### config.mk
export PLATFORM = sky130hd
export DESIGN_NAME = qos_request_aggregator_unit
export DESIGN_NICKNAME = d
export VERILOG_FILES = /design/src/rtl/core/qra_pkg.sv /design/src/rtl/core/qra_cmp_unit.sv /design/src/rtl/core/qos_request_aggregator_unit.sv
export VERILOG_INCLUDE_DIRS = /design/src /design/src/rtl/core
export SDC_FILE = /design/constraint.sdc
export NUM_CORES = 1
export LEC_CHECK = 0
export ABC_AREA = 1
export BUFFER_PORTS_ARGS = -buffer_cell sky130_fd_sc_hd__buf_2
export CAP_MARGIN = 20
export CORE_MARGIN = 2
export CORE_UTILIZATION = 45
export DETAILED_ROUTE_END_ITERATION = 6
export GPL_ROUTABILITY_DRIVEN = 0
export MAX_ROUTING_LAYER = met4
export PLACE_DENSITY_LB_ADDON = 0.3
export RECOVER_POWER = 100
export SYNTH_ARGS = -nofsm -noshare
export SYNTH_HDL_FRONTEND = slang
export SYNTH_SLANG_ARGS = --single-unit
### constraint.sdc
create_clock -name i_clk -period 5.6 [get_ports i_clk]
set_clock_uncertainty 0.1 [all_clocks]
set_input_delay 1.12 -clock i_clk [delete_from_list [all_inputs] [get_ports i_clk]]
set_output_delay 1.12 -clock i_clk [all_outputs]
set_load 0.1 [all_outputs]
### src/rtl/core/qos_request_aggregator_unit_defines.svh
// Assertion macros shared by the request aggregator RTL.
// No dependencies; included by the modules that carry assertions.
`ifndef QOS_REQUEST_AGGREGATOR_UNIT_DEFINES_SVH
`define QOS_REQUEST_AGGREGATOR_UNIT_DEFINES_SVH

`ifndef SYNTHESIS
// Checked outside reset only
`define QRA_ASSERT(label, clk, rst_n, prop) \
    label: assert property (@(posedge clk) disable iff (!rst_n) prop) \
        else $error("qra assertion failed");
// Checked at every edge, reset included
`define QRA_ASSERT_RST(label, clk, prop) \
    label: assert property (@(posedge clk) prop) \
        else $error("qra reset assertion failed");
`else
`define QRA_ASSERT(label, clk, rst_n, prop)
`define QRA_ASSERT_RST(label, clk, prop)
`endif

`endif

### src/rtl/core/qra_pkg.sv
// Package for the QoS request aggregator: sizes, codes, state type.
// No dependencies; imported by every module of the block.
package qra_pkg;

    localparam int NUM_SLOTS   = 16;
    localparam int SLOT_IDX_W  = (NUM_SLOTS > 1) ? $clog2(NUM_SLOTS) : 1;
    localparam int CNT_W       = $clog2(NUM_SLOTS + 1);

    localparam int CMD_W       = 2;
    localparam int SLOT_W      = 4;
    localparam int CLASS_W     = 3;
    localparam int VALUE_W     = 32;
    localparam int STATUS_W    = 2;

    localparam logic [VALUE_W-1:0] VALUE_ALL_ONES = 32'hFFFF_FFFF;

    typedef enum logic [CMD_W-1:0] {
        CMD_ADD    = 2'd0,
        CMD_UPDATE = 2'd1,
        CMD_REMOVE = 2'd2,
        CMD_QUERY  = 2'd3
    } t_cmd;

    typedef enum logic [STATUS_W-1:0] {
        ST_OK        = 2'd0,
        ST_BAD_CLASS = 2'd1,
        ST_NOT_FOUND = 2'd2
    } t_status;

    localparam logic [CLASS_W-1:0] CLS_MIN_PERF     = 3'd0;
    localparam logic [CLASS_W-1:0] CLS_MAX_PERF     = 3'd1;
    localparam logic [CLASS_W-1:0] CLS_CPU_LATENCY  = 3'd2;
    localparam logic [CLASS_W-1:0] CLS_NO_DEEP_IDLE = 3'd3;
    localparam logic [CLASS_W-1:0] CLS_THERMAL      = 3'd4;
    localparam logic [CLASS_W-1:0] CLASS_MAX_LEGAL  = CLS_THERMAL;

    typedef enum logic [2:0] {
        S_IDLE,
        S_RM_READ,
        S_RM_CHECK,
        S_SCAN,
        S_SCAN_LAST,
        S_FINISH
    } t_state;

    // Operands of the shared compare unit
    typedef struct packed {
        logic               takes_max;
        logic [CLASS_W-1:0] cls;
        logic               ent_valid;
        logic [CLASS_W-1:0] ent_cls;
        logic [VALUE_W-1:0] ent_value;
        logic [VALUE_W-1:0] acc;
    } t_cmp_req;

    // Classes that aggregate to the largest request
    function automatic logic class_takes_max(input logic [CLASS_W-1:0] cls);
        return (cls == CLS_MIN_PERF) || (cls == CLS_NO_DEEP_IDLE) ||
               (cls == CLS_THERMAL);
    endfunction

endpackage

### src/rtl/core/qra_cmp_unit.sv
// Shared slot compare unit: class match plus max/min value select.
// Depends on qra_pkg.
module qra_cmp_unit (
    input  qra_pkg::t_cmp_req               i_req,
    output logic                            o_hit,
    output logic [qra_pkg::VALUE_W-1:0]     o_acc_next
);
    import qra_pkg::*;

    logic w_better;

    // Entry counts only if valid and of the requested class
    assign o_hit = i_req.ent_valid && (i_req.ent_cls == i_req.cls);

    // One 32-bit magnitude compare, direction set by the class
    always_comb begin
        if (i_req.takes_max) begin
            w_better = i_req.ent_value > i_req.acc;
        end else begin
            w_better = i_req.ent_value < i_req.acc;
        end
    end

    assign o_acc_next = (o_hit && w_better) ? i_req.ent_value : i_req.acc;

endmodule

### src/rtl/core/qos_request_aggregator_unit.sv
// Top level of the QoS request aggregator: slot table, sequencer, result register.
// Depends on qra_pkg, qra_cmp_unit and qos_request_aggregator_unit_defines.svh.
//
// Usage:
//   Input channel i_valid / o_stall carries one command transaction (add,
//   update, remove, query) with slot, class and value. Output channel
//   o_valid / i_stall returns one status / effective value per command.
//   Add and update write the slot table in the accept cycle; their result
//   passes through S_FINISH to the output register. Remove reads the slot
//   (one registered read) in S_RM_READ and checks it in S_RM_CHECK. Query
//   walks the table one slot per cycle through the shared compare unit and
//   takes the last entry in S_SCAN_LAST before S_FINISH.
//   One command is in flight at a time; o_stall is high until the result
//   has moved to the output register, so the sequencer sets the rate.
//   The output register holds a finished result while i_stall is high, and
//   the next command may be accepted meanwhile; its result waits in the
//   sequencer until the output register frees up.
//   Reset (synchronous, active low) clears all slot valid marks and the
//   output valid flag; the table contents need no clearing.
`include "qos_request_aggregator_unit_defines.svh"

module qos_request_aggregator_unit (
    input  logic                             i_clk,
    input  logic                             i_rst_n,
    input  logic                             i_valid,
    output logic                             o_stall,
    input  logic [qra_pkg::CMD_W-1:0]        i_command,
    input  logic [qra_pkg::SLOT_W-1:0]       i_request_slot,
    input  logic [qra_pkg::CLASS_W-1:0]      i_request_class,
    input  logic [qra_pkg::VALUE_W-1:0]      i_request_value,
    output logic                             o_valid,
    input  logic                             i_stall,
    output logic [qra_pkg::STATUS_W-1:0]     o_status,
    output logic [qra_pkg::VALUE_W-1:0]      o_effective_value
);
    import qra_pkg::*;

    // Sequencer and command registers
    t_state                  r_state, n_state;
    logic [SLOT_IDX_W-1:0]   r_slot;
    logic                    r_in_range;
    logic [CLASS_W-1:0]      r_class;
    logic                    r_takes_max;
    logic                    r_is_query;
    logic [CNT_W-1:0]        r_cnt;
    logic                    r_dv;
    logic [SLOT_IDX_W-1:0]   r_didx;
    logic [VALUE_W-1:0]      r_acc;
    t_status                 r_res_status;
    logic [VALUE_W-1:0]      r_res_value;

    // Slot table: valid marks in flops, class and value in memory
    logic [NUM_SLOTS-1:0]    r_slot_valid;
    logic [CLASS_W-1:0]      r_mem_class [NUM_SLOTS];
    logic [VALUE_W-1:0]      r_mem_value [NUM_SLOTS];
    logic [CLASS_W-1:0]      r_rd_class;
    logic [VALUE_W-1:0]      r_rd_value;

    // Output register
    logic                    r_out_valid;
    t_status                 r_out_status;
    logic [VALUE_W-1:0]      r_out_value;

    // Control signals
    logic                    w_accept;
    logic                    w_cls_ok;
    logic                    w_in_range;
    logic [SLOT_IDX_W-1:0]   w_slot_idx;
    t_cmd                    w_cmd;
    logic                    w_out_free;
    logic [SLOT_IDX_W-1:0]   w_rd_addr;
    logic                    w_we_class;
    logic                    w_we_value;
    logic                    w_valid_clr;
    logic                    w_load_out;
    logic                    w_last_issue;

    // Compare unit
    t_cmp_req                w_cmp_req;
    logic                    w_hit;
    logic [VALUE_W-1:0]      w_acc_next;

    // Input decode
    assign w_accept     = i_valid && !o_stall;
    assign w_cls_ok     = i_request_class <= CLASS_MAX_LEGAL;
    assign w_in_range   = 32'(i_request_slot) < 32'(NUM_SLOTS);
    assign w_slot_idx   = SLOT_IDX_W'(i_request_slot);
    assign w_cmd        = t_cmd'(i_command);
    assign w_out_free   = !r_out_valid || !i_stall;
    assign w_last_issue = r_cnt == CNT_W'(NUM_SLOTS - 1);

    // Next state
    always_comb begin
        n_state = r_state;
        unique case (r_state)
            S_IDLE: begin
                if (i_valid) begin
                    if (!w_cls_ok) begin
                        n_state = S_FINISH;
                    end else begin
                        unique case (w_cmd)
                            CMD_ADD, CMD_UPDATE: n_state = S_FINISH;
                            CMD_REMOVE:          n_state = S_RM_READ;
                            CMD_QUERY:           n_state = S_SCAN;
                            default:             n_state = S_FINISH;
                        endcase
                    end
                end
            end
            S_RM_READ:   n_state = S_RM_CHECK;
            S_RM_CHECK:  n_state = S_FINISH;
            S_SCAN: begin
                if (w_last_issue) begin
                    n_state = S_SCAN_LAST;
                end
            end
            S_SCAN_LAST: n_state = S_FINISH;
            S_FINISH: begin
                if (w_out_free) begin
                    n_state = S_IDLE;
                end
            end
            default:     n_state = S_IDLE;
        endcase
    end

    // Sequencer outputs
    always_comb begin
        o_stall     = 1'b1;
        w_rd_addr   = r_slot;
        w_we_class  = 1'b0;
        w_we_value  = 1'b0;
        w_valid_clr = 1'b0;
        w_load_out  = 1'b0;
        unique case (r_state)
            S_IDLE: begin
                o_stall    = 1'b0;
                w_we_class = i_valid && w_cls_ok && w_in_range && (w_cmd == CMD_ADD);
                w_we_value = i_valid && w_cls_ok && w_in_range &&
                             ((w_cmd == CMD_ADD) || (w_cmd == CMD_UPDATE));
            end
            S_RM_READ:   w_rd_addr = r_slot;
            S_RM_CHECK:  w_valid_clr = r_in_range && w_hit;
            S_SCAN:      w_rd_addr = r_cnt[SLOT_IDX_W-1:0];
            S_SCAN_LAST: w_rd_addr = r_slot;
            S_FINISH:    w_load_out = w_out_free;
            default:     o_stall = 1'b1;
        endcase
    end

    // Slot memory: one write port, one registered read port
    always_ff @(posedge i_clk) begin
        if (w_we_class) begin
            r_mem_class[w_slot_idx] <= i_request_class;
        end
        if (w_we_value) begin
            r_mem_value[w_slot_idx] <= i_request_value;
        end
        r_rd_class <= r_mem_class[w_rd_addr];
        r_rd_value <= r_mem_value[w_rd_addr];
    end

    // Shared compare unit over the entry just read
    always_comb begin
        w_cmp_req.takes_max = r_takes_max;
        w_cmp_req.cls       = r_class;
        w_cmp_req.ent_valid = r_slot_valid[r_didx];
        w_cmp_req.ent_cls   = r_rd_class;
        w_cmp_req.ent_value = r_rd_value;
        w_cmp_req.acc       = r_acc;
    end

    qra_cmp_unit u_cmp (
        .i_req      (w_cmp_req),
        .o_hit      (w_hit),
        .o_acc_next (w_acc_next)
    );

    // Control state
    always_ff @(posedge i_clk) begin
        if (!i_rst_n) begin
            r_state      <= S_IDLE;
            r_slot_valid <= '0;
            r_out_valid  <= 1'b0;
            r_cnt        <= '0;
            r_dv         <= 1'b0;
        end else begin
            r_state <= n_state;
            r_dv    <= r_state == S_SCAN;
            if (w_accept) begin
                r_cnt <= '0;
            end else if (r_state == S_SCAN) begin
                r_cnt <= r_cnt + CNT_W'(1);
            end
            if (w_we_class) begin
                r_slot_valid[w_slot_idx] <= 1'b1;
            end else if (w_valid_clr) begin
                r_slot_valid[r_didx] <= 1'b0;
            end
            if (w_load_out) begin
                r_out_valid <= 1'b1;
            end else if (r_out_valid && !i_stall) begin
                r_out_valid <= 1'b0;
            end
        end
    end

    // Command, accumulator and result payload
    always_ff @(posedge i_clk) begin
        r_didx <= w_rd_addr;
        if (w_accept) begin
            r_slot       <= w_slot_idx;
            r_in_range   <= w_in_range;
            r_class      <= i_request_class;
            r_takes_max  <= class_takes_max(i_request_class);
            r_is_query   <= w_cmd == CMD_QUERY;
            r_acc        <= class_takes_max(i_request_class) ? '0 : VALUE_ALL_ONES;
            r_res_status <= w_cls_ok ? ST_OK : ST_BAD_CLASS;
            r_res_value  <= '0;
        end else if (r_dv) begin
            r_acc <= w_acc_next;
        end
        if (r_state == S_RM_CHECK) begin
            r_res_status <= (r_in_range && w_hit) ? ST_OK : ST_NOT_FOUND;
        end
        if (r_state == S_SCAN_LAST) begin
            r_res_value <= w_acc_next;
        end
        if (w_load_out) begin
            r_out_status <= r_res_status;
            r_out_value  <= r_res_value;
        end
    end

    assign o_valid           = r_out_valid;
    assign o_status          = r_out_status;
    assign o_effective_value = r_out_value;

    // Assertions
    `QRA_ASSERT_RST(a_rst_clears, i_clk, !i_rst_n |=> (r_state == S_IDLE) && !o_valid)
    `QRA_ASSERT(a_accept_blocks, i_clk, i_rst_n, w_accept |=> o_stall)
    `QRA_ASSERT(a_rm_order, i_clk, i_rst_n, (r_state == S_RM_CHECK) |-> ($past(r_state) == S_RM_READ))
    `QRA_ASSERT(a_scan_bound, i_clk, i_rst_n, (r_state == S_SCAN) |-> (32'(r_cnt) < 32'(NUM_SLOTS)))
    `QRA_ASSERT(a_nonquery_zero, i_clk, i_rst_n, ((r_state == S_FINISH) && !r_is_query) |-> (r_res_value == '0))

endmodule
# Word level (Yosys, flattened, before mapping)
# Memories as Yosys holds them, arrays and structs flattened. A register that Yosys moved wholly into a read port is not among the register bits.
# Cells that the tools add are included.
[classes]
n_addsub = 1
magnitude_cmp = 7
eq_ne = 15
mux = 37
bitwise_logic = 4
n_reduce_logical = 27
[ops]
columns = ["operator", "n"]
rows = [
  ["2-to-1 mux 32 bit", 6],
  ["> comparator 32 bit", 1],
  ["less-than comparator 32 bit", 1],
  ["2-to-1 mux 16 bit", 2],
  ["bitwise AND 16 bit", 1],
  ["2-to-1 mux 1 bit", 16],
  ["NOT 16 bit", 1],
  ["bitwise OR 16 bit", 1],
  ["one-hot mux 3 bit (5 select lines)", 1],
  ["2-to-1 mux 3 bit", 4],
  ["less-than comparator 4 x 5 -> 1 bit, second input constant", 2],
  ["nonzero test 2 bit", 5],
  ["equality test 3 x 2 -> 1 bit, second input constant", 3],
  ["equality test 3 bit, second input constant", 3],
  ["logical AND 1 bit", 9],
  ["one-hot mux 3 bit (3 select lines)", 1],
  ["demux 1 bit (select 4 bit)", 2],
  ["greater-or-equal comparator 4 x 1 -> 1 bit, second input constant", 2],
  ["zero test 3 bit", 2],
  ["2-to-1 mux 2 bit", 3],
  ["inequality test 2 bit, second input constant", 3],
  ["OR reduction 2 bit", 3],
  ["adder 5 x 1 -> 5 bit, second input constant", 1],
  ["equality test 5 x 4 -> 1 bit, second input constant", 1],
  ["12 further kinds", 17],
]
[totals]
regBits = 138
ramBits = 560
out_inout_bits = 36
mem_count = 2
[memory_table]
columns = ["memory", "depth", "word_bits", "rd", "rd_ports_with_merged_regs", "wr", "line", "rtl"]
rows = [
  ["r_mem_value", 16, 32, 1, 1, 1, "qos_request_aggregator_unit.sv:55", "logic [VALUE_W-1:0] r_mem_value [NUM_SLOTS];"],
  ["r_mem_class", 16, 3, 1, 1, 1, "qos_request_aggregator_unit.sv:54", "logic [CLASS_W-1:0] r_mem_class [NUM_SLOTS];"],
]

# Longest topological paths before layout
[logic_depth]
word_depth = 8
ltp_mapped = 17
ltp_nobuf = 16

# By module
# From an unflattened synthesis, not the netlist that was laid out.
[hier_totals]
hier_cells = 2940
area_unflattened_um2 = 32232.2
[modules_own_cells]
columns = ["module", "instances", "cells_each", "area_each_um2", "seq_area_each_um2"]
rows = [
  ["qos_request_aggregator_unit", 1, 2674, 30583.1, 21360.5],
  ["qra_cmp_unit", 1, 266, 1649.1, 0.0],
]

# Worst setup path before layout
# No wires, ideal clock.
[synth_path]
path_type = "input-to-reg"
startpoint = "input port i_request_class[0] (netlist bit)"
endpoint = "memory r_mem_class[10][0] (enable)"
setup_ns = 0.302
arrival_ns = 3.393
path_slack_ns = 1.805
cell_stages = 7
path_buffers = 0
cell_sequence = "nor2_1 -> nor2_1 -> nor3_4 -> nand3_2 -> nor2_1 -> nand2_1 -> clkinv_1"
[synth_between]
elab_chain_len = 6
[synth_rtl]
columns = ["element", "line", "rtl"]
rows = [
  ["start: declaration", "qos_request_aggregator_unit.sv:29", "input logic [qra_pkg::CLASS_W-1:0] i_request_class,"],
  ["less-or-equal comparator 3 bit", "qos_request_aggregator_unit.sv:85", "assign w_cls_ok = i_request_class <= CLASS_MAX_LEGAL;"],
  ["logical AND 1 bit (2 in a row)", "qos_request_aggregator_unit.sv:138", "w_we_class = i_valid && w_cls_ok && w_in_range && (w_cmd == CMD_ADD);"],
  ["2-to-1 mux 1 bit", "qos_request_aggregator_unit.sv:135", "unique case (r_state)"],
  ["2-to-1 mux 1 bit", "qos_request_aggregator_unit.sv:153", "if (w_we_class) begin"],
  ["2-to-1 mux 1 bit (not written as such)", "qos_request_aggregator_unit.sv:154", "r_mem_class[w_slot_idx] <= i_request_class;"],
  ["end: declaration", "qos_request_aggregator_unit.sv:54", ""],
]
# No other way between the ends.

# Final worst setup path
[layout_path]
startpoint = "register r_state[0]"
endpoint = "register r_rd_value[22], read port of r_mem_value"
[layout_between]
elab_chain_len = 2
[layout_rtl]
columns = ["element", "line", "rtl"]
rows = [
  ["start: declaration", "qos_request_aggregator_unit.sv:39", "t_state r_state, n_state;"],
  ["start signal: assignment", "qos_request_aggregator_unit.sv:188", "r_state <= n_state;"],
  ["equality test 3 x 2 -> 1 bit", "qos_request_aggregator_unit.sv:135", ""],
  ["2-to-1 mux 4 bit", "qos_request_aggregator_unit.sv:135", ""],
  ["end: declaration", "qos_request_aggregator_unit.sv:57", "logic [VALUE_W-1:0] r_rd_value;"],
]
# No other way between the ends.
# A chain may end at the register's enable or synchronous reset.

==> metrics.sh <==
RUN_STATUS='complete, but fails checks'
VIOLATIONS='DRC, capacitance limit, slew limit'
WORSTPATHARRIVAL_PS=4840
CTS_INSERTED_BUFFERS=76
SYN_NETS=2379
INITIAL_CORE_UTIL=0.454
YOSYSTOPAREACELLSHARE=0.687
CLK_ROOT_BUF='sky130_fd_sc_hd__clkbuf_16'
SLEW-LIMIT-HEADROOM=-0.772
SLEW_VIOLATIONS=298
CTS_SINKS=733
AREA_DELTA_SYNTH_FINAL_PCT=12.5
WORST_SETUP_PATH_CLASS='reg2reg'
DETAILED_PLACE_HPWL_MM=41.9
VIA_COUNT=18622
POST-PLACE-CELLS=3119
TIMING_WORST_SLEW_PIN_VALUE_PS=2660
SYNTHESIS.AREA_PER_INSTANCE_UM2=12.7
TIMING.MAX_CAP.VIOLATIONS=6
DR.PASS1.ITERS=7
DETAIL_ROUTE.ITER0.VIOLATIONS=2115
PORTION_OF_THE_POST_SYNTHESIS_AREA_USED_BY_SEQUENTIAL_ELEMENTS=0.731
CLK_PATH_BUF_DEPTH=3
FIN_NETS=2429
FLOORPLAN.DIE.WIDTH_UM=259
CTSRESIZECOUNT=0
GRT_ANTENNA_BEFORE_REPAIR=4
CLK-INSERTION-DELAY-LATE_PS=610
DESIGN.DIE.AREA_MM2=0.0669
WORST_VDD_IR_V=0.000314
MIN_PATH_TYPE='reg2reg'
OVERFLOW=0
SYNTH.YOSYS.WARNINGS=0
CTS-HOLD-FIX-BUFFERS=0
SYNTH.CELL_AREA_MM2=0.0292
STD_CELL_ROWS=93
WORST-ENDPOINT-REQUIRED_PS=6020
VIASPERCELL=5.70
GRT_SETUP_UNREPAIRED='false'
TIMING.CRITICAL_PATH.TO='r_rd_value[22]$_DFF_P_'
FINALNONFILLERCELLS=3267
MAX_FREQ_MHz=226
DRC_ERRORS=9
SYNTH_SEQ_CELLS=733
ENDPOINT_KIND='flop'
POSTCTSSETUPBUFFERS=0
NUMPORTBUFFERS=80
POWER_LEAKAGE_uW=0.0113
SYNTH_CELLS=2300
REG2REG_FROM='r_state[0]$_SDFFE_PN0P_'
YOSYS-TOP-CELLS-AREA='sky130_fd_sc_hd__edfxtp_1, sky130_fd_sc_hd__nor2_1, sky130_fd_sc_hd__dfxtp_1'
GRT_PASS1_VIAS=18203
FINAL-HOLD-VIOLATION-COUNT=0
POSTROUTEWIRELENGTH_MM=71.7
STARTPOINT_TYPE_OF_THE_WORST_SETUP_PATH='flop'
FIN_SETUP_TNS_PS=0
CRIT_FANOUT=61
CORE_REGION_AREA_MM2=0.0643
ANTENNA_VIOLATING_NETS_POST_ROUTE=0
GROUTE.USAGE.OVERALL=0.220
POST_ROUTE_CELLS_DRIVE_ABOVE_1_SHARE=0.0705
FIN_CRIT_PS=4420
CTSHTREEMAXLEVEL=3
HP-START='r_res_value[10]$_SDFFCE_PN0P_'
TIMING.RR.END='r_rd_value[22]$_DFF_P_'
NUM_IO_PINS=81
FILL_CELLS=5419
REG2REG_DEPTH=7
PATH_CLK_SLEW_PS=60
GRT_FIRST_PASS_WIRELENGTH_MM=108
TIMING.HOLD.WS_PS=313
SYNTH.DISTINCT_CELLS=37
SETUP_VIOL=0
YOSYSTOPAREACELL='sky130_fd_sc_hd__edfxtp_1'
REG2REG_SLACK_PS=1180
CELLPOWERDENSITY_mW_PER_MM2=477
CTS_TREE='built'
GRT_START_MAX_NET_PINS=221
SHARE_OF_THE_CLOCK_PERIOD_USED_BY_THE_WORST_PATH_AFTER_LAYOUT=0.789
CP-STARTPOINT='r_state[0]$_SDFFE_PN0P_'
FLOORPLAN.DIE.HEIGHT_UM=259
DRT-WIRELENGTH-PER-CELL_UM=21.9
-- flip-flops by register name, summed over array words and instances (netlist names), 4 cells and up --
signal,cells
r_slot_valid,16
r_slot,4
r_res_value,32
r_acc,32
r_rd_value,32
r_cnt,5
o_effective_value,32
r_mem_value,512
r_mem_class,48
r_didx,4
-- final cells by class --
| class | instances | area [µm²] | share of cell area |
|---|---|---|---|
| sequential | 733 | 21400 | 0.650 |
| tap | 855 | 1070 | 0.0326 |
| antenna | 2 | 5.00 | 0.000152 |
| multi-input combinational | 1295 | 6790 | 0.206 |
| clock buffer | 98 | 2080 | 0.0632 |
| inverter | 132 | 503 | 0.0153 |
| clock inverter | 40 | 314 | 0.00956 |
| timing repair buffer | 112 | 748 | 0.0228 |
-- layout by cell type (no fill, tap or decap), types with 22 or more instances in the layout --
master                      instances
sky130_fd_sc_hd__edfxtp_1         668
sky130_fd_sc_hd__nor2_1           356
sky130_fd_sc_hd__o21ai_0          259
sky130_fd_sc_hd__nand2_1          227
sky130_fd_sc_hd__inv_1            125
sky130_fd_sc_hd__o221ai_1          97
sky130_fd_sc_hd__clkbuf_1          96
sky130_fd_sc_hd__nand3_1           81
sky130_fd_sc_hd__clkbuf_16         79
sky130_fd_sc_hd__dfxtp_1           65
sky130_fd_sc_hd__o211ai_1          57
sky130_fd_sc_hd__o22ai_1           43
sky130_fd_sc_hd__nand4_1           39
sky130_fd_sc_hd__ha_1              34
sky130_fd_sc_hd__o21ai_1           26
sky130_fd_sc_hd__nor3_1            22
-- synth_stat cells --
library cell,instances
sky130_fd_sc_hd__edfxtp_1,668
sky130_fd_sc_hd__nor2_1,364
sky130_fd_sc_hd__o21ai_0,253
sky130_fd_sc_hd__nand2_1,226
sky130_fd_sc_hd__inv_1,122
sky130_fd_sc_hd__o221ai_1,97
sky130_fd_sc_hd__nand3_1,80
sky130_fd_sc_hd__clkbuf_1,75
sky130_fd_sc_hd__dfxtp_1,65
sky130_fd_sc_hd__buf_2,58
sky130_fd_sc_hd__o211ai_1,57
sky130_fd_sc_hd__o22ai_1,43
sky130_fd_sc_hd__nand4_1,39
sky130_fd_sc_hd__ha_1,34
sky130_fd_sc_hd__o21ai_1,32
sky130_fd_sc_hd__a21oi_1,18
sky130_fd_sc_hd__nor3_1,17
sky130_fd_sc_hd__inv_2,9
sky130_fd_sc_hd__nor3_2,6
sky130_fd_sc_hd__buf_4,5
sky130_fd_sc_hd__or2_2,5
sky130_fd_sc_hd__nor2_2,4
sky130_fd_sc_hd__a21o_1,3
sky130_fd_sc_hd__o21ai_2,3
sky130_fd_sc_hd__buf_1,2
sky130_fd_sc_hd__nand3_2,2
sky130_fd_sc_hd__o21a_1,2
sky130_fd_sc_hd__xnor2_1,2
sky130_fd_sc_hd__a31oi_1,1
sky130_fd_sc_hd__clkinv_1,1
sky130_fd_sc_hd__nand2_2,1
sky130_fd_sc_hd__nand3_4,1
sky130_fd_sc_hd__nor2_4,1
sky130_fd_sc_hd__nor3_4,1
sky130_fd_sc_hd__nor4_1,1
sky130_fd_sc_hd__o21bai_1,1
sky130_fd_sc_hd__xor2_1,1
-- power breakdown --
part	internal, µW	switching [µW]	leakage, µW	total, µW
clock network	2810	2040	0.00118	4850
logic	1020	2960	0.00352	3990
registers	6650	201	0.00660	6850
-- worst max-delay path, stage by stage, from the launching register on --
cell	delay [ps]
sky130_fd_sc_hd__dfxtp_1	460
sky130_fd_sc_hd__nand3_4	260
sky130_fd_sc_hd__o21ai_4	300
sky130_fd_sc_hd__clkbuf_1	1910
sky130_fd_sc_hd__o21ai_0	390
sky130_fd_sc_hd__o221ai_1	400
sky130_fd_sc_hd__o211ai_1	210
sky130_fd_sc_hd__nand2_1	250
-- layer usage --
metal,up-vias,part of all wire,GRT usage
met2,739,0.47,0.344
met4,0,0.024,0.0572
met1,9220,0.43,0.299
met3,119,0.078,0.0386
li1,8544,-,-
met5,-,0,-
-- per-stage QoR --
step	utilization	area [µm²]	power, µW	setup WS (ps)
after CTS	0.511	32900	15700	1870
after detailed placement	0.474	30500	10900	1380
after global placement	0.472	30400	10800	1430
final	0.511	32900	15700	1180
after floorplan	-	29200	9660	1810
after global routing	0.511	32900	16500	869
-- how the worst min path moves through the flow --
stage,depth (start not counted),end
floorplan,0,o_effective_value[0]$_DFFE_PP_
global placement,0,o_effective_value[12]$_DFFE_PP_
detailed placement,0,o_effective_value[0]$_DFFE_PP_
CTS,0,o_effective_value[10]$_DFFE_PP_
global route,0,o_effective_value[10]$_DFFE_PP_
finish,0,o_effective_value[10]$_DFFE_PP_
-- logic make-up (layout without fill, tap and decap cells) --
group                    count (synthesis)  in the layout  share of synthesized area
adder cells (fa/ha/maj)                 34             34                     0.0146
AO/OA/AOI/OAI                          510            510                      0.108
AND/OR/NAND/NOR                        748            748                      0.107
XOR/XNOR                                 3              3                   0.000900
flip-flops                             733            733                      0.731
other                                    0              2                          0
buffers and inverters                  272            382                     0.0381
(Power assumes the default switching activity.)
